File: src/rtl/core/toff_pkg.sv
// shared types, codes and constants of the turn offset frame receiver
`default_nettype none

package toff_pkg;

   // frame geometry
   localparam int FRAME_LENGTH = 9;
   localparam int POS_W        = $clog2(FRAME_LENGTH);

   // queue between front and back
   localparam int QUEUE_DEPTH = 2;
   localparam int QPTR_W      = $clog2(QUEUE_DEPTH);
   localparam int QCNT_W      = $clog2(QUEUE_DEPTH + 1);

   // configuration
   localparam int CSR_INDEX_W = 1;
   localparam int CSR_DATA_W  = 10;
   localparam int TURNS_W     = 10;
   localparam int TICK_W      = 8;
   localparam logic [TURNS_W-1:0] MAX_TURNS_RESET = 10'd432;
   localparam logic [TICK_W-1:0]  TIMEOUT_RESET   = 8'd100;

   // result widths
   localparam int SHIFT_W    = 11;
   localparam int RSP_DATA_W = 24;

   // frame bytes
   localparam logic [7:0] CHAR_A   = 8'h41;
   localparam logic [7:0] CHAR_T   = 8'h54;
   localparam logic [7:0] CHAR_CR  = 8'h0D;
   localparam logic [7:0] CHAR_LF  = 8'h0A;
   localparam logic [7:0] ID_FIRST = 8'h35;
   localparam logic [7:0] ID_LAST  = 8'h38;

   // single precision: exponent at which the unit bit sits at bit 0 of the significand
   localparam logic [7:0] EXP_UNIT = 8'd150;
   localparam logic [7:0] EXP_MAX  = 8'hFF;

   typedef enum logic [CSR_INDEX_W-1:0] {
      CSR_MAX_TURNS = 1'b0,
      CSR_TIMEOUT   = 1'b1
   } csr_index_type;

   typedef enum logic [1:0] {
      KIND_BYTE  = 2'd0,
      KIND_TICK  = 2'd1,
      KIND_START = 2'd2
   } kind_type;

   typedef enum logic [2:0] {
      EV_IDLE     = 3'd0,
      EV_STORED   = 3'd1,
      EV_ACCEPTED = 3'd2,
      EV_REJECTED = 3'd3,
      EV_TIMEOUT  = 3'd4,
      EV_STARTED  = 3'd5
   } event_type;

   typedef enum logic [2:0] {
      CMD_NONE  = 3'd0,
      CMD_BYTE  = 3'd1,
      CMD_FRAME = 3'd2,
      CMD_TICK  = 3'd3,
      CMD_START = 3'd4
   } cmd_type;

   typedef struct packed {
      cmd_type     cmd;
      logic        frame_ok;
      logic [1:0]  wheel;
      logic [31:0] bits;
   } queue_entry_type;

endpackage

`default_nettype wire

File: src/rtl/core/toff_front.sv
// front part: frame assembly and classification of incoming items
`default_nettype none

module toff_front
   import toff_pkg::*;
(
   input  wire logic            clock,
   input  wire logic            reset,
   input  wire logic            req_tvalid,
   output logic                 req_tready,
   input  wire logic [1:0]      req_tuser,
   input  wire logic [7:0]      req_tdata,
   input  wire logic            queue_full,
   output logic                 push,
   output queue_entry_type      push_entry
);

   logic [POS_W-1:0] pos_ff, pos_in;
   logic [7:0]       frame_ff [FRAME_LENGTH];
   logic [7:0]       frame_in [FRAME_LENGTH];
   logic             last_byte;
   logic [7:0]       id_byte;
   logic [7:0]       wheel_byte;

   assign req_tready = !queue_full;
   assign push       = req_tvalid && req_tready;
   assign last_byte  = (pos_ff == POS_W'(FRAME_LENGTH - 1));

   always_comb begin
      for (int i = 0; i < FRAME_LENGTH; i++) begin
         frame_in[i] = frame_ff[i];
         if (POS_W'(i) == pos_ff) begin
            frame_in[i] = req_tdata;
         end
      end
   end

   assign id_byte    = frame_in[2];
   assign wheel_byte = id_byte - ID_FIRST;

   always_comb begin
      pos_in              = pos_ff;
      push_entry.cmd      = CMD_NONE;
      push_entry.frame_ok = (frame_in[0] == CHAR_A) && (frame_in[1] == CHAR_T)
                            && (frame_in[7] == CHAR_CR) && (frame_in[8] == CHAR_LF)
                            && (id_byte >= ID_FIRST) && (id_byte <= ID_LAST);
      push_entry.wheel    = wheel_byte[1:0];
      push_entry.bits     = {frame_in[6], frame_in[5], frame_in[4], frame_in[3]};
      case (req_tuser)
         KIND_BYTE: begin
            if (last_byte) begin
               push_entry.cmd = CMD_FRAME;
               pos_in         = '0;
            end else begin
               push_entry.cmd = CMD_BYTE;
               pos_in         = pos_ff + POS_W'(1);
            end
         end
         KIND_TICK: begin
            push_entry.cmd = CMD_TICK;
         end
         KIND_START: begin
            push_entry.cmd = CMD_START;
            pos_in         = '0;
         end
         default: begin
            push_entry.cmd = CMD_NONE;
         end
      endcase
   end

   always_ff @(posedge clock) begin
      if (reset) begin
         pos_ff <= '0;
      end else if (push) begin
         pos_ff <= pos_in;
      end
   end

   always_ff @(posedge clock) begin
      if (push && req_tuser == KIND_BYTE) begin
         frame_ff <= frame_in;
      end
   end

   a_pos_in_frame: assert property (@(posedge clock) disable iff (reset)
      pos_ff <= POS_W'(FRAME_LENGTH - 1))
      else $error("frame position beyond frame length");

   a_frame_resets_pos: assert property (@(posedge clock) disable iff (reset)
      push && push_entry.cmd == CMD_FRAME |=> pos_ff == '0)
      else $error("position not cleared after a complete frame");

endmodule

`default_nettype wire

File: src/rtl/core/toff_queue.sv
// short queue of classified items between front and back
`default_nettype none

module toff_queue
   import toff_pkg::*;
(
   input  wire logic             clock,
   input  wire logic             reset,
   input  wire logic             push,
   input  wire queue_entry_type  push_entry,
   output logic                  full,
   input  wire logic             pop,
   output logic                  head_valid,
   output queue_entry_type       head_entry
);

   queue_entry_type   entry_ff [QUEUE_DEPTH];
   logic [QPTR_W-1:0] wr_ptr_ff, wr_ptr_in;
   logic [QPTR_W-1:0] rd_ptr_ff, rd_ptr_in;
   logic [QCNT_W-1:0] count_ff, count_in;

   assign full       = (count_ff == QCNT_W'(QUEUE_DEPTH));
   assign head_valid = (count_ff != '0);
   assign head_entry = entry_ff[rd_ptr_ff];

   always_comb begin
      wr_ptr_in = wr_ptr_ff;
      rd_ptr_in = rd_ptr_ff;
      count_in  = count_ff;
      if (push) begin
         wr_ptr_in = (wr_ptr_ff == QPTR_W'(QUEUE_DEPTH - 1)) ? '0 : wr_ptr_ff + QPTR_W'(1);
      end
      if (pop) begin
         rd_ptr_in = (rd_ptr_ff == QPTR_W'(QUEUE_DEPTH - 1)) ? '0 : rd_ptr_ff + QPTR_W'(1);
      end
      if (push && !pop) begin
         count_in = count_ff + QCNT_W'(1);
      end else if (pop && !push) begin
         count_in = count_ff - QCNT_W'(1);
      end
   end

   always_ff @(posedge clock) begin
      if (reset) begin
         wr_ptr_ff <= '0;
         rd_ptr_ff <= '0;
         count_ff  <= '0;
      end else begin
         wr_ptr_ff <= wr_ptr_in;
         rd_ptr_ff <= rd_ptr_in;
         count_ff  <= count_in;
      end
   end

   always_ff @(posedge clock) begin
      if (push) begin
         entry_ff[wr_ptr_ff] <= push_entry;
      end
   end

   a_no_overflow: assert property (@(posedge clock) disable iff (reset)
      push |-> !full)
      else $error("push into a full queue");

   a_no_underflow: assert property (@(posedge clock) disable iff (reset)
      pop |-> head_valid)
      else $error("pop from an empty queue");

endmodule

`default_nettype wire

File: src/rtl/core/toff_back.sv
// back part: float check and rounding, wheel status, timeout and result register
`default_nettype none

module toff_back
   import toff_pkg::*;
(
   input  wire logic                  clock,
   input  wire logic                  reset,
   input  wire logic [TURNS_W-1:0]    max_turns,
   input  wire logic [TICK_W-1:0]     timeout_limit,
   input  wire logic                  head_valid,
   input  wire queue_entry_type       head_entry,
   output logic                       pop,
   output logic                       rsp_tvalid,
   input  wire logic                  rsp_tready,
   output logic [2:0]                 rsp_tuser,
   output logic [RSP_DATA_W-1:0]      rsp_tdata
);

   logic [3:0]         arrived_ff, arrived_in;
   logic [TICK_W-1:0]  tick_ff, tick_in, tick_sum;
   logic               rsp_valid_ff;
   event_type          rsp_event_ff, rsp_event_in;
   logic [1:0]         rsp_wheel_ff, rsp_wheel_in;
   logic [SHIFT_W-1:0] rsp_shift_ff, rsp_shift_in;
   logic [3:0]         rsp_mask_ff;

   // float decode
   logic [7:0]  expo, expo_eff, shift_full;
   logic [23:0] sig, floor_val, turns_wide;
   logic [4:0]  shift_amt;
   logic [54:0] shifted;
   logic [30:0] frac;
   logic        half, exp_big, over, dec_ok;
   logic [SHIFT_W-1:0] mag, val;

   assign expo       = head_entry.bits[30:23];
   assign expo_eff   = (expo == '0) ? 8'd1 : expo;
   assign sig        = {expo != '0, head_entry.bits[22:0]};
   assign exp_big    = (expo >= EXP_UNIT);
   assign shift_full = EXP_UNIT - expo_eff;
   assign shift_amt  = (shift_full > 8'd31) ? 5'd31 : shift_full[4:0];
   assign shifted    = {sig, 31'b0} >> shift_amt;
   assign floor_val  = shifted[54:31];
   assign frac       = shifted[30:0];
   assign half       = shifted[30];
   assign turns_wide = {14'b0, max_turns};
   // exact compare of the float magnitude against the limit
   assign over       = (floor_val > turns_wide) || ((floor_val == turns_wide) && (frac != '0));
   assign dec_ok     = !exp_big && !over;
   assign mag        = {1'b0, floor_val[9:0]} + {10'b0, half};
   assign val        = head_entry.bits[31] ? (~mag + SHIFT_W'(1)) : mag;

   assign pop      = head_valid && (!rsp_valid_ff || rsp_tready);
   assign tick_sum = tick_ff + TICK_W'(1);

   always_comb begin
      arrived_in   = arrived_ff;
      tick_in      = tick_ff;
      rsp_event_in = EV_IDLE;
      rsp_wheel_in = '0;
      rsp_shift_in = '0;
      case (head_entry.cmd)
         CMD_BYTE: begin
            rsp_event_in = EV_STORED;
         end
         CMD_FRAME: begin
            if (head_entry.frame_ok && dec_ok) begin
               arrived_in   = arrived_ff | (4'b0001 << head_entry.wheel);
               rsp_event_in = EV_ACCEPTED;
               rsp_wheel_in = head_entry.wheel;
               rsp_shift_in = val;
            end else begin
               rsp_event_in = EV_REJECTED;
            end
         end
         CMD_TICK: begin
            if (arrived_ff != 4'hF) begin
               if (tick_sum >= timeout_limit) begin
                  tick_in      = '0;
                  rsp_event_in = EV_TIMEOUT;
               end else begin
                  tick_in = tick_sum;
               end
            end
         end
         CMD_START: begin
            tick_in      = '0;
            rsp_event_in = EV_STARTED;
         end
         default: begin
            rsp_event_in = EV_IDLE;
         end
      endcase
   end

   always_ff @(posedge clock) begin
      if (reset) begin
         arrived_ff   <= '0;
         tick_ff      <= '0;
         rsp_valid_ff <= 1'b0;
      end else begin
         if (pop) begin
            arrived_ff   <= arrived_in;
            tick_ff      <= tick_in;
            rsp_valid_ff <= 1'b1;
         end else if (rsp_tready) begin
            rsp_valid_ff <= 1'b0;
         end
      end
   end

   always_ff @(posedge clock) begin
      if (pop) begin
         rsp_event_ff <= rsp_event_in;
         rsp_wheel_ff <= rsp_wheel_in;
         rsp_shift_ff <= rsp_shift_in;
         rsp_mask_ff  <= arrived_in;
      end
   end

   assign rsp_tvalid = rsp_valid_ff;
   assign rsp_tuser  = rsp_event_ff;
   assign rsp_tdata  = {6'b0, (rsp_mask_ff == 4'hF), rsp_mask_ff, rsp_shift_ff, rsp_wheel_ff};

   a_accept_sets_bit: assert property (@(posedge clock) disable iff (reset)
      rsp_valid_ff && rsp_event_ff == EV_ACCEPTED |-> rsp_mask_ff[rsp_wheel_ff])
      else $error("accepted frame without its wheel bit");

   a_timeout_clears_ticks: assert property (@(posedge clock) disable iff (reset)
      pop && rsp_event_in == EV_TIMEOUT |=> tick_ff == '0 && arrived_ff != 4'hF)
      else $error("timeout left tick count running");

   a_mask_tracks_state: assert property (@(posedge clock) disable iff (reset)
      rsp_valid_ff |-> rsp_mask_ff == arrived_ff)
      else $error("reported mask differs from wheel status");

endmodule

`default_nettype wire

File: src/rtl/core/turn_offset_frame_receiver_unit.sv
// top level of the turn offset frame receiver: configuration registers and part wiring
// an accepted transaction is written into the queue, then into the result register that drives rsp_
// throughput: one transaction per cycle; req_tready falls only when the two-entry queue is full
// reset (synchronous, active high) clears frame position, wheel bits, tick count and queue
// reset loads max_turns with 432 and timeout_limit with 100
`default_nettype none

module turn_offset_frame_receiver_unit
   import toff_pkg::*;
(
   input  wire logic                   clock,
   input  wire logic                   reset,
   // request channel
   input  wire logic                   req_tvalid,
   output logic                        req_tready,
   input  wire logic [1:0]             req_tuser,   // [1:0] kind
   input  wire logic [7:0]             req_tdata,   // [7:0] byte_value
   // response channel
   output logic                        rsp_tvalid,
   input  wire logic                   rsp_tready,
   output logic [2:0]                  rsp_tuser,   // [2:0] event_res
   output logic [RSP_DATA_W-1:0]       rsp_tdata,   // [1:0] wheel, [12:2] shift_value,
                                                    // [16:13] received_mask, [17] all_received
   // configuration write channel
   input  wire logic                   csr_valid,
   output logic                        csr_ready,
   input  wire logic [CSR_INDEX_W-1:0] csr_index,
   input  wire logic [CSR_DATA_W-1:0]  csr_data
);

   // configuration registers, written one transaction per cycle
   logic [TURNS_W-1:0] max_turns_ff;
   logic [TICK_W-1:0]  timeout_limit_ff;

   // front to queue
   logic            push;
   queue_entry_type push_entry;
   logic            queue_full;

   // queue to back
   logic            pop;
   logic            head_valid;
   queue_entry_type head_entry;

   assign csr_ready = 1'b1;

   always_ff @(posedge clock) begin
      if (reset) begin
         max_turns_ff     <= MAX_TURNS_RESET;
         timeout_limit_ff <= TIMEOUT_RESET;
      end else if (csr_valid && csr_ready) begin
         case (csr_index)
            CSR_MAX_TURNS: max_turns_ff     <= csr_data[TURNS_W-1:0];
            CSR_TIMEOUT:   timeout_limit_ff <= csr_data[TICK_W-1:0];
            default: begin
            end
         endcase
      end
   end

   // front: keeps the frame bytes and position, checks header, id and trailer
   toff_front u_front (
      .clock      (clock),
      .reset      (reset),
      .req_tvalid (req_tvalid),
      .req_tready (req_tready),
      .req_tuser  (req_tuser),
      .req_tdata  (req_tdata),
      .queue_full (queue_full),
      .push       (push),
      .push_entry (push_entry)
   );

   // queue lets the front keep taking items while a result waits on rsp_
   toff_queue u_queue (
      .clock      (clock),
      .reset      (reset),
      .push       (push),
      .push_entry (push_entry),
      .full       (queue_full),
      .pop        (pop),
      .head_valid (head_valid),
      .head_entry (head_entry)
   );

   // back: float range check and rounding, wheel bits, poll timeout, result register
   toff_back u_back (
      .clock         (clock),
      .reset         (reset),
      .max_turns     (max_turns_ff),
      .timeout_limit (timeout_limit_ff),
      .head_valid    (head_valid),
      .head_entry    (head_entry),
      .pop           (pop),
      .rsp_tvalid    (rsp_tvalid),
      .rsp_tready    (rsp_tready),
      .rsp_tuser     (rsp_tuser),
      .rsp_tdata     (rsp_tdata)
   );

endmodule

`default_nettype wire
File: config.mk
export PLATFORM = sky130hd
export DESIGN_NAME = turn_offset_frame_receiver_unit
export DESIGN_NICKNAME = d
export VERILOG_FILES = /design/src/rtl/core/toff_pkg.sv /design/src/rtl/core/toff_front.sv /design/src/rtl/core/toff_queue.sv /design/src/rtl/core/toff_back.sv /design/src/rtl/core/turn_offset_frame_receiver_unit.sv
export SDC_FILE = /design/constraint.sdc
export NUM_CORES = 1
export LEC_CHECK = 0
export BUFFER_PORTS_ARGS = -buffer_cell sky130_fd_sc_hd__clkbuf_2
export CAP_MARGIN = 20
export CORE_MARGIN = 4
export CORE_UTILIZATION = 30
export DETAILED_ROUTE_END_ITERATION = 7
export PLACE_DENSITY = 0.45
export SYNTH_ARGS = -nofsm -noshare
export SYNTH_HDL_FRONTEND = slang
export SYNTH_SLANG_ARGS = --single-unit
File: constraint.sdc
create_clock -name clock -period 5.8 [get_ports clock]
set_clock_uncertainty 0.15 [all_clocks]
set_input_delay 1.45 -clock clock [delete_from_list [all_inputs] [get_ports clock]]
set_output_delay 1.45 -clock clock [all_outputs]
set_load 0.05 [all_outputs]
### Word level (Yosys, flattened, before mapping)

Memories as Yosys holds them, arrays and structs flattened. A register that Yosys moved wholly into a read port is not among the register bits.
Index checks and enable logic that the tools add are counted.

| storage, ports and cells | value |
|---|---|
| flip-flop bits (word level) | 131 |
| latch bits | 0 |
| memory bits (writable) | 76 |
| bits in read-only memories | 0 |
| input port bits | 26 |
| memories | 1 |

| operators by class | value |
|---|---|
| add/subtract/negate cells | 10 |
| multipliers | 0 |
| divide/modulo/power cells | 0 |
| magnitude comparators | 6 |
| equal/unequal tests | 24 |
| shift operators | 2 |
| multiplexer cells | 35 |
| bitwise gates (word level) | 3 |
| reduce and logical (&&, ||, !) cells | 36 |

Memories:

| name | depth | width | rd ports | clocked after memory_dff | wr ports | line | text |
|---|---|---|---|---|---|---|---|
| u_queue.entry_ff | 2 | 38 | 1 | 1 | 1 | toff_queue.sv:17 | `queue_entry_type entry_ff [QUEUE_DEPTH];` |

Operator list:

| operator | count |
|---|---|
| $mux W8 | 12 |
| $shr A55 B5 Y55 | 1 |
| $reduce_bool A31 Y1 | 1 |
| $eq A24 B10 Y1 | 1 |
| $gt A24 B10 Y1 | 1 |
| $eq A3 B4 Y1 const A | 4 |
| $eq A8 B4 Y1 const B | 2 |
| $eq A8 B7 Y1 const B | 2 |
| $pmux W8 S2 | 1 |
| $logic_and A1 B1 Y1 | 13 |
| $mux W4 | 3 |
| $pmux W3 S4 | 1 |
| $add A10 B1 Y11 | 1 |
| $add A11 B1 Y11 const B | 1 |
| $mux W11 | 1 |
| $not A11 Y11 | 1 |
| $reduce_bool A2 Y1 | 5 |
| $mux W1 | 9 |
| $pmux W3 S3 | 1 |
| $add A8 B1 Y8 const B | 1 |
| $eq A2 B4 Y1 const A | 2 |
| $eq A4 B4 Y1 const B | 2 |
| $ge A8 B6 Y1 const B | 1 |
| $ge A8 B8 Y1 | 1 |
| 32 further kinds | 48 |

### Depth between registers and ports, before layout

Gate-level depths: netlist of the first run.

| logic depth | value |
|---|---|
| depth in word-level cells | 14 |
| depth in mapped cells | 28 |
| mapped depth without buffers | 24 |

### Cells and area by module

From an unflattened synthesis of the first run, not the netlist that was laid out.

| unflattened totals | value |
|---|---|
| cell total of the unflattened synthesis | 1093 |
| area, all modules | 12194.2 µm² |

Modules (own cells, without submodules):

| module | times used | cells an instance | area each (µm²) |
|---|---|---|---|
| toff_back | 1 | 577 | 4493.1 |
| toff_front | 1 | 300 | 3977.6 |
| toff_queue | 1 | 140 | 2955.3 |
| turn_offset_frame_receiver_unit | 1 | 76 | 768.2 |

### Worst setup path after synthesis of the first run

No wires, ideal clock.

| timing | value |
|---|---|
| path type | input to register |
| start | input req_tvalid |
| end | register u_front.pos_ff[0] |
| arrival time | 5.359 ns |
| required time | 5.585 ns |
| setup slack | 0.225 ns |
| stages | 7 |
| path through | nand2_1 > inv_1 > nand2_1 > nor2_1 > and3_1 > a21oi_1 > nor2_1 |

| on the way | value |
|---|---|
| word-level cells in the longest chain between the ends | 2 |

Ends and longest elaborated chain:

| what | line | text |
|---|---|---|
| start, declared | turn_offset_frame_receiver_unit.sv:14 | `input wire logic req_tvalid,` |
| $logic_and A1 B1 Y1 | toff_front.sv:26 | `assign push = req_tvalid && req_tready;` |
| net push | turn_offset_frame_receiver_unit.sv:36 | `logic push;` |
| $reduce_and A2 Y1 (no source line) | -- |  |
| end signal, assigned | toff_front.sv:76 | `pos_ff <= pos_in;` |
| end, declared | toff_front.sv:18 | `logic [POS_W-1:0] pos_ff, pos_in;` |

The timed path passes the listed nets, and every way through them passes these cells.
A chain may end at the register's enable or synchronous reset.

==> results of run 1 <==
## metal layers
metal	share of wire (%)	vias up	global-route usage, %
met5	0	-	0
met4	3.3	0	5.25
met3	4.2	68	2.43
met2	46	220	24.6
met1	47	4247	21.9
li1	-	4298	-
## cell type report
cell class                      count  share of cell area, %
Tap cell                          518                   4.58
Multi-Input combinational cell    778                   40.4
Sequential cell                   208                   41.3
Clock inverter                      9                  0.708
Inverter                           35                  0.929
Clock buffer                       35                   4.76
Timing Repair Buffer              142                   7.26
## worst min-delay path: stages, from the launching register on
cell	delay, ps
dfxtp_1	310
nand2_1	50
a21oi_1	50
## power groups by stage
stage	Clock, mW	Combinational, mW	Sequential (mW)
finish	1.48	3.03	1.93
global route	1.60	3.24	1.95
CTS	1.53	2.80	1.94
detailed placement	0	2.78	1.97
global placement	0	2.84	1.97
floorplan	0	1.65	2.13
## cell usage after synthesis, types with 4 or more instances
library cell | count | area, um^2
a211o_1 | 7 | 61.3
a211oi_1 | 16 | 120
a21o_1 | 8 | 60.1
a21oi_1 | 58 | 290
a22oi_1 | 10 | 75.1
a31o_2 | 7 | 61.3
a31oi_1 | 14 | 87.6
a41oi_1 | 7 | 61.3
and2_1 | 14 | 87.6
and3_1 | 9 | 56.3
buf_2 | 14 | 70.1
buf_4 | 14 | 105
clkbuf_1 | 25 | 93.8
dfxtp_1 | 40 | 801
edfxtp_1 | 168 | 5040
ha_1 | 29 | 363
inv_1 | 34 | 128
mux2_2 | 87 | 980
mux2i_1 | 34 | 340
nand2_1 | 80 | 300
nand2b_1 | 14 | 87.6
nand3_1 | 24 | 120
nand3b_1 | 4 | 30.0
nand4_1 | 13 | 81.3
nor2_1 | 91 | 342
nor2b_1 | 9 | 56.3
nor3_1 | 38 | 190
nor4_1 | 10 | 62.6
o211ai_1 | 9 | 67.6
o21a_1 | 5 | 37.5
o21ai_0 | 32 | 160
o21ai_1 | 6 | 30.0
o22ai_1 | 6 | 37.5
o31ai_1 | 5 | 37.5
o32ai_1 | 6 | 52.6
or3_1 | 12 | 75.1
or4_1 | 5 | 37.5
xnor2_1 | 16 | 140
xor2_1 | 13 | 114
## cells by family (layout without fill, tap and decap cells)
kind of cell / Yosys count / after routing / synth area share, %
fa+ha+maj: 29 / 29 / 3.09
buf+inv: 90 / 221 / 3.54
simple gates: 348 / 348 / 15.0
flops: 208 / 208 / 49.8
xor+xnor: 29 / 29 / 2.16
other cells: 2 / 7 / 0.0640
mux: 123 / 123 / 11.5
compound gates: 242 / 242 / 14.9
## through the flow
| stage | power [mW] | cells | instance area, um^2 |
|---|---|---|---|
| after floorplan | 3.78 | 1076 | 11800 |
| after global placement | 4.80 | 1665 | 13000 |
| after detailed placement | 4.76 | 1665 | 13000 |
| after CTS | 6.27 | 1709 | 13800 |
| after global routing | 6.80 | 1725 | 14100 |
| final | 6.44 | 1725 | 14100 |
## registers in the layout, indices dropped and copies added (netlist names), 4 cells and up, named ones only
signal,count
u_back.rsp_shift_ff,11
u_back.tick_ff,8
u_queue.entry_ff,76
u_back.rsp_mask_ff,4
u_back.arrived_ff,4
u_front.frame_ff,72
u_front.pos_ff,4
timeout_limit_ff,8
max_turns_ff,10
## how the worst min path moves through the flow
stage,start,to,slack (ps),cells past startpoint
4_1_cts,timeout_limit_ff[4],timeout_limit_ff[4],310,2
3_3_place_gp,timeout_limit_ff[4],timeout_limit_ff[4],290,2
3_5_place_dp,timeout_limit_ff[3],timeout_limit_ff[3],300,2
5_1_grt,timeout_limit_ff[3],timeout_limit_ff[3],320,2
6_report,timeout_limit_ff[4],timeout_limit_ff[4],310,2
2_1_floorplan,max_turns_ff[1],max_turns_ff[1],290,2
## repair_timing
item | in CTS | in global routing
endpoints found under the hold margin | 0 | 0
cloned | 0 | 1
endpoints found under the setup margin | 4 | 18
setup buffers | 0 | 14
pin swaps | 0 | 10
resized for setup | 1 | 42
==> flow_metrics.env, run 1 <==
export IMPL_largest_delay_contributor_family_on_the_critical_path="simple AND/OR/NAND/NOR gates"
export IMPL_worstPathMaxFanout=9
export IMPL_global_route_usage_total_pct=15.6
export IMPL_flow_area_growth_from_synthesis_pct=20.5
export IMPL_post_dp_hpwl_um=24900
export IMPL_synth_area_mm2=0.0117
export IMPL_share_clk_of_total_power_pct=23.0
export IMPL_route_vias_total=8833
export IMPL_power_net_switching_mw=2.60
export IMPL_max_clock_path_buffers=3
export IMPL_sequentialPowerShare_pct=30.0
export IMPL_route_detailed_vias_per_inst=5.12
export IMPL_synth_seq_cells=208
export IMPL_synth_top_flop_cell="edfxtp_1"
export IMPL_cts_inserted_buffers=24
export IMPL_crit_end="u_back.arrived_ff[0]"
export IMPL_average_detailed_routed_wire_length_per_instance_um=19.8
export IMPL_share_comb_of_total_power_pct=47.0
export IMPL_clk_latency_ps=530
export IMPL_outcome="complete, no violations"
export IMPL_n_fill_cell=3863
export IMPL_gpl_final_weighted_congestion=0.960
export IMPL_final_period_minus_worst_setup_slack_ps=5570
export IMPL_worst_endpoint_required_ps=6090
export IMPL_yosys_cell_types_count=93
export IMPL_yosysWarningCount=0
export IMPL_antenna_left=0
export IMPL_grt_max_degree=52
export IMPL_h_tree_depth=1
export IMPL_setup_viol=0
export IMPL_final_setup_worst_slack_ps=225
export IMPL_cts_tree="yes"
export IMPL_hold_buffer_count_at_cts=0
export IMPL_drt_initial_drc_count=683
export IMPL_clock_sinks=208
export IMPL_worst_path_largest_cell_delay_ps=570
export IMPL_power_density_mw_per_mm2=456
export IMPL_port_bufs=48
export IMPL_fp_dieArea_mm2=0.0424
export IMPL_grt_antenna_before_repair=0
export IMPL_clock_fmax_ghz=0.179
export IMPL_fin_crit_sh_pct=96.1
export IMPL_final_max_slew_violation_count=0
export IMPL_worst_ir_drop_vdd_v=0.000191
export IMPL_most_common_cell_after_layout_fill_and_taps_aside="edfxtp_1"
export IMPL_chipHeight_um=206
export IMPL_crit_path_cell_trace="buf_4 > nand4b_4 > a31o_4 > a22oi_4 > nand3_1 > o22ai_1 > nor3_2 > or4_4 > o22a_1 > a21oi_2 > ha_1 > nand4_1 > nor2_1 > nand3_1 > a31oi_1 > o21ai_0 > or3_1 > inv_1 > a41oi_1 > or4_4 > or3_1 > a21oi_1"
export IMPL_standard_cell_row_count=72
export IMPL_layout_area_seq_mm2=0.00585
export IMPL_postRouteWirelength_um=34100
export IMPL_worst_slew_margin_rel_pct=33.4
export IMPL_critical_r2r_capture="u_back.arrived_ff[0]"
export IMPL_router_iterations_before_antenna_repair=5
export IMPL_clock_tree_root_cell="clkbuf_16"
export IMPL_vias_in_the_first_global_route=8415
export IMPL_final_nets=1244
export IMPL_seq_area_frac_synth_pct=49.8
export IMPL_worstMarginPinSlew_ps=999
export IMPL_grt_overflow_total=0
export IMPL_antenna_diode_count=0
export IMPL_most_common_layout_cells="168 x edfxtp_1, 87 x mux2_2, 87 x nor2_1, 85 x buf_4, 80 x nand2_1"
export IMPL_setup_tns_ps=0
export IMPL_worst_hold_slack_ps=306
export IMPL_power_share_switching_pct=40.3
export IMPL_placement_setup_worst_slack_ps=-27.3
export IMPL_core_mm2=0.0386
export IMPL_timing_hold_worst_class="flop to flop"
export IMPL_p_leak_nw=5.15
export IMPL_cap_violations=0
export IMPL_start_util_pct=30.4
export IMPL_post_route_cells_drive_above_1_share_pct=27.0
export IMPL_crit_arrival_ps=5870
export IMPL_die_w_um=206
export IMPL_start_kind="flop"
export IMPL_timing_critical_path_slowest_stage_cell="or4_4"
export IMPL_wire_length_of_the_first_global_routing_pass_um=51300
export IMPL_end_kind="flop"
export IMPL_postSynthAreaPerCell_um2=11.0
export IMPL_path_class="flop to flop"
export IMPL_utilization_pct=36.6
export IMPL_multiInputGateArea_mm2=0.00572
export IMPL_synth_edf_count=168
export IMPL_critical_path_depth=22
export IMPL_synthCells=1071
export IMPL_drc_errors=0
export IMPL_io_pin_count=56
export IMPL_cts_reportedPaths_clkPinSlew_ps=60
export IMPL_ff_to_ff_path_depth=22
export IMPL_cp_num_buf_inv=2
export IMPL_internal_power_mw=3.85
export IMPL_final_hold_violation_count=0
export IMPL_regToRegSetupSlack_ps=230
export IMPL_share_of_async_settable_or_async_resettable_flops_after_synthesis_pct=0
Note: power is estimated with default switching activity, not from simulation.
==> inputs of run 2 (changes only) <==
--- a/config.mk
+++ b/config.mk
@@ -10,7 +10,6 @@
 export CORE_MARGIN = 4
 export CORE_UTILIZATION = 30
 export DETAILED_ROUTE_END_ITERATION = 7
-export PLACE_DENSITY = 0.45
 export SYNTH_ARGS = -nofsm -noshare
 export SYNTH_HDL_FRONTEND = slang
 export SYNTH_SLANG_ARGS = --single-unit
==> flow_metrics.env, run 2 (synthesis results as in run 1) <==
export IMPL_busiest_layer="met2"
export IMPL_grt_max_degree=47
export IMPL_holdPathStages=2
export IMPL_ff_to_ff_path_depth=27
export IMPL_path_class="flop to flop"
export IMPL_met2_usage_pct=23.0
export IMPL_postRouteWirelength_um=31400
export IMPL_gpl_final_weighted_congestion=0.961
export IMPL_crit_arrival_ps=5800
export IMPL_worst_endpoint_required_ps=6070
export IMPL_route_vias_total=8968
export IMPL_worst_slew_margin_rel_pct=37.0
export IMPL_final_period_minus_worst_setup_slack_ps=5530
export IMPL_clock_fmax_ghz=0.181
export IMPL_end_kind="flop"
export IMPL_h_tree_depth=1
export IMPL_regToRegSetupSlack_ps=270
export IMPL_post_dp_hpwl_um=23100
export IMPL_timing_hold_worst_class="flop to flop"
export IMPL_chipHeight_um=206
export IMPL_grt_antenna_before_repair=0
export IMPL_antenna_left=0
export IMPL_start_util_pct=30.4
export IMPL_largest_reg_flops=76
export IMPL_vias_in_the_first_global_route=8554
export IMPL_max_clock_path_buffers=3
export IMPL_core_mm2=0.0386
export IMPL_critical_r2r_capture="u_back.arrived_ff[1]"
export IMPL_design_power_total_mw=6.36
export IMPL_final_max_slew_violation_count=0
export IMPL_worstHoldStart="max_turns_ff[1]"
export IMPL_fp_dieArea_mm2=0.0424
export IMPL_global_route_usage_total_pct=14.2
export IMPL_cts_inserted_buffers=22
export IMPL_final_hold_violation_count=0
export IMPL_most_common_cell_after_layout_fill_and_taps_aside="edfxtp_1"
export IMPL_die_w_um=206
export IMPL_wire_length_of_the_first_global_routing_pass_um=48200
export IMPL_router_iterations_before_antenna_repair=8
export IMPL_largest_register="u_queue.entry_ff"
export IMPL_drc_errors=0
export IMPL_grt_met3_usage_pct=1.80
export IMPL_cap_violations=0
export IMPL_cts_tree="yes"
export IMPL_route_detailed_vias_per_inst=5.18
export IMPL_most_common_layout_cells="168 x edfxtp_1, 88 x nor2_1, 87 x mux2_2, 86 x buf_4, 78 x nand2_1"
export IMPL_outcome="complete, no violations"
export IMPL_drt_initial_drc_count=853
export IMPL_clk_latency_ps=520
export IMPL_clock_tree_root_cell="clkbuf_16"
export IMPL_min_delay_worst_endpoint="max_turns_ff[1]"
export IMPL_top_regs="u_queue.entry_ff (76), u_front.frame_ff (72), u_back.rsp_shift_ff (11)"
export IMPL_worstPathMaxFanout=10
export IMPL_antenna_diode_count=0
export IMPL_standard_cell_row_count=72
export IMPL_utilization_pct=37.0
export IMPL_grt_overflow_total=0
export IMPL_flow_area_growth_from_synthesis_pct=21.9
export IMPL_p_leak_nw=5.21
export IMPL_setup_viol=0
export IMPL_fin_crit_sh_pct=95.4
export IMPL_io_pin_count=56
export IMPL_final_nets=1252
export IMPL_average_detailed_routed_wire_length_per_instance_um=18.1
export IMPL_post_route_cells_drive_above_1_share_pct=29.3
export IMPL_cts_reportedPaths_clkPinSlew_ps=60
export IMPL_start_kind="flop"
export IMPL_global_route_usage_met1_pct=20.2
export IMPL_power_density_mw_per_mm2=445
export IMPL_worstMarginPinSlew_ps=945
export IMPL_port_bufs=48
export IMPL_clock_sinks=208
export IMPL_worst_ir_drop_vdd_v=0.000205
run 2: cell count changes in the layout (fill, tap and decap cells not counted), sizes merged:
cell,change
clkbuf,-11
clkinv,+8
buf,+10
bufinv,-1
run 2: where the power goes:
| group | switching [mW] | leakage [nW] | internal [mW] |
|---|---|---|---|
| registers | 0.0815 | 1.90 | 1.85 |
| logic | 1.92 | 2.98 | 1.20 |
| clock network | 0.558 | 0.340 | 0.755 |
run 2: what timing repair did:
action / in CTS / in global routing
hold buffers: 0 / 0
gates cloned: 0 / 2
setup endpoints to repair: 1 / 19
gates resized for setup: 2 / 73
pin swaps: 0 / 28
setup buffers: 0 / 30
run 2: critical path, stage by stage (launching register included):
cell      delay [ps]
dfxtp_4          380
buf_6            140
nand4b_4         200
a31o_4           300
a22o_4           310
nor3_2           240
buf_4            230
o221a_1          220
a31oi_2           60
a211oi_2         320
a21oi_1           70
nor2_1           100
a21o_1           140
inv_1             50
ha_1             280
inv_1             60
a21oi_1           60
a211oi_2         210
o21ai_1           80
a21oi_1          180
nand2b_1         140
a41oi_1          110
nor2_1           210
a41oi_2           70
or4_4            620
buf_12           170
nand4b_1         160
a21oi_1          160
run 2: per-stage QoR:
stage | std cells | setup slack [ps] | setup TNS [ps] | instance area [um^2] | hold slack [ps]
final | 1731 | 269 | 0 | 14300 | 307
after global routing | 1731 | -26.0 | -54.6 | 14300 | 323
after CTS | 1700 | 12.7 | 0 | 13700 | 311
after detailed placement | 1660 | 33.6 | 0 | 13000 | 302
after global placement | 1659 | -55.9 | -68.2 | 13000 | 295
after floorplan | 1076 | 225 | 0 | 11800 | 286
run 2: worst max-delay path by stage:
stage	start	end	slack, ps	depth (start not counted)
2_1_floorplan	req_tvalid	u_front.pos_ff[0]	230	7
3_3_place_gp	flop	u_back.arrived_ff[1]	-60	23
3_5_place_dp	flop	u_back.arrived_ff[1]	30	22
4_1_cts	flop	u_back.arrived_ff[1]	10	23
5_1_grt	u_queue.entry_ff[1][27]	u_back.arrived_ff[1]	-30	26
6_report	flop	u_back.arrived_ff[1]	270	27
run 2: layout make-up:
cell class / count / area (um^2)
Fill cell: 3796 / 24300
Sequential cell: 208 / 5850
Multi-Input combinational cell: 778 / 5820
Timing Repair Buffer: 152 / 1170
Tap cell: 518 / 648
Clock buffer: 24 / 568
Inverter: 35 / 131
Clock inverter: 16 / 124
run 2: layer usage:
metal	vias to the layer above	routed length, um
met5	-	0
met4	0	689
met3	50	1420
met2	240	14600
met1	4366	14700
li1	4312	-
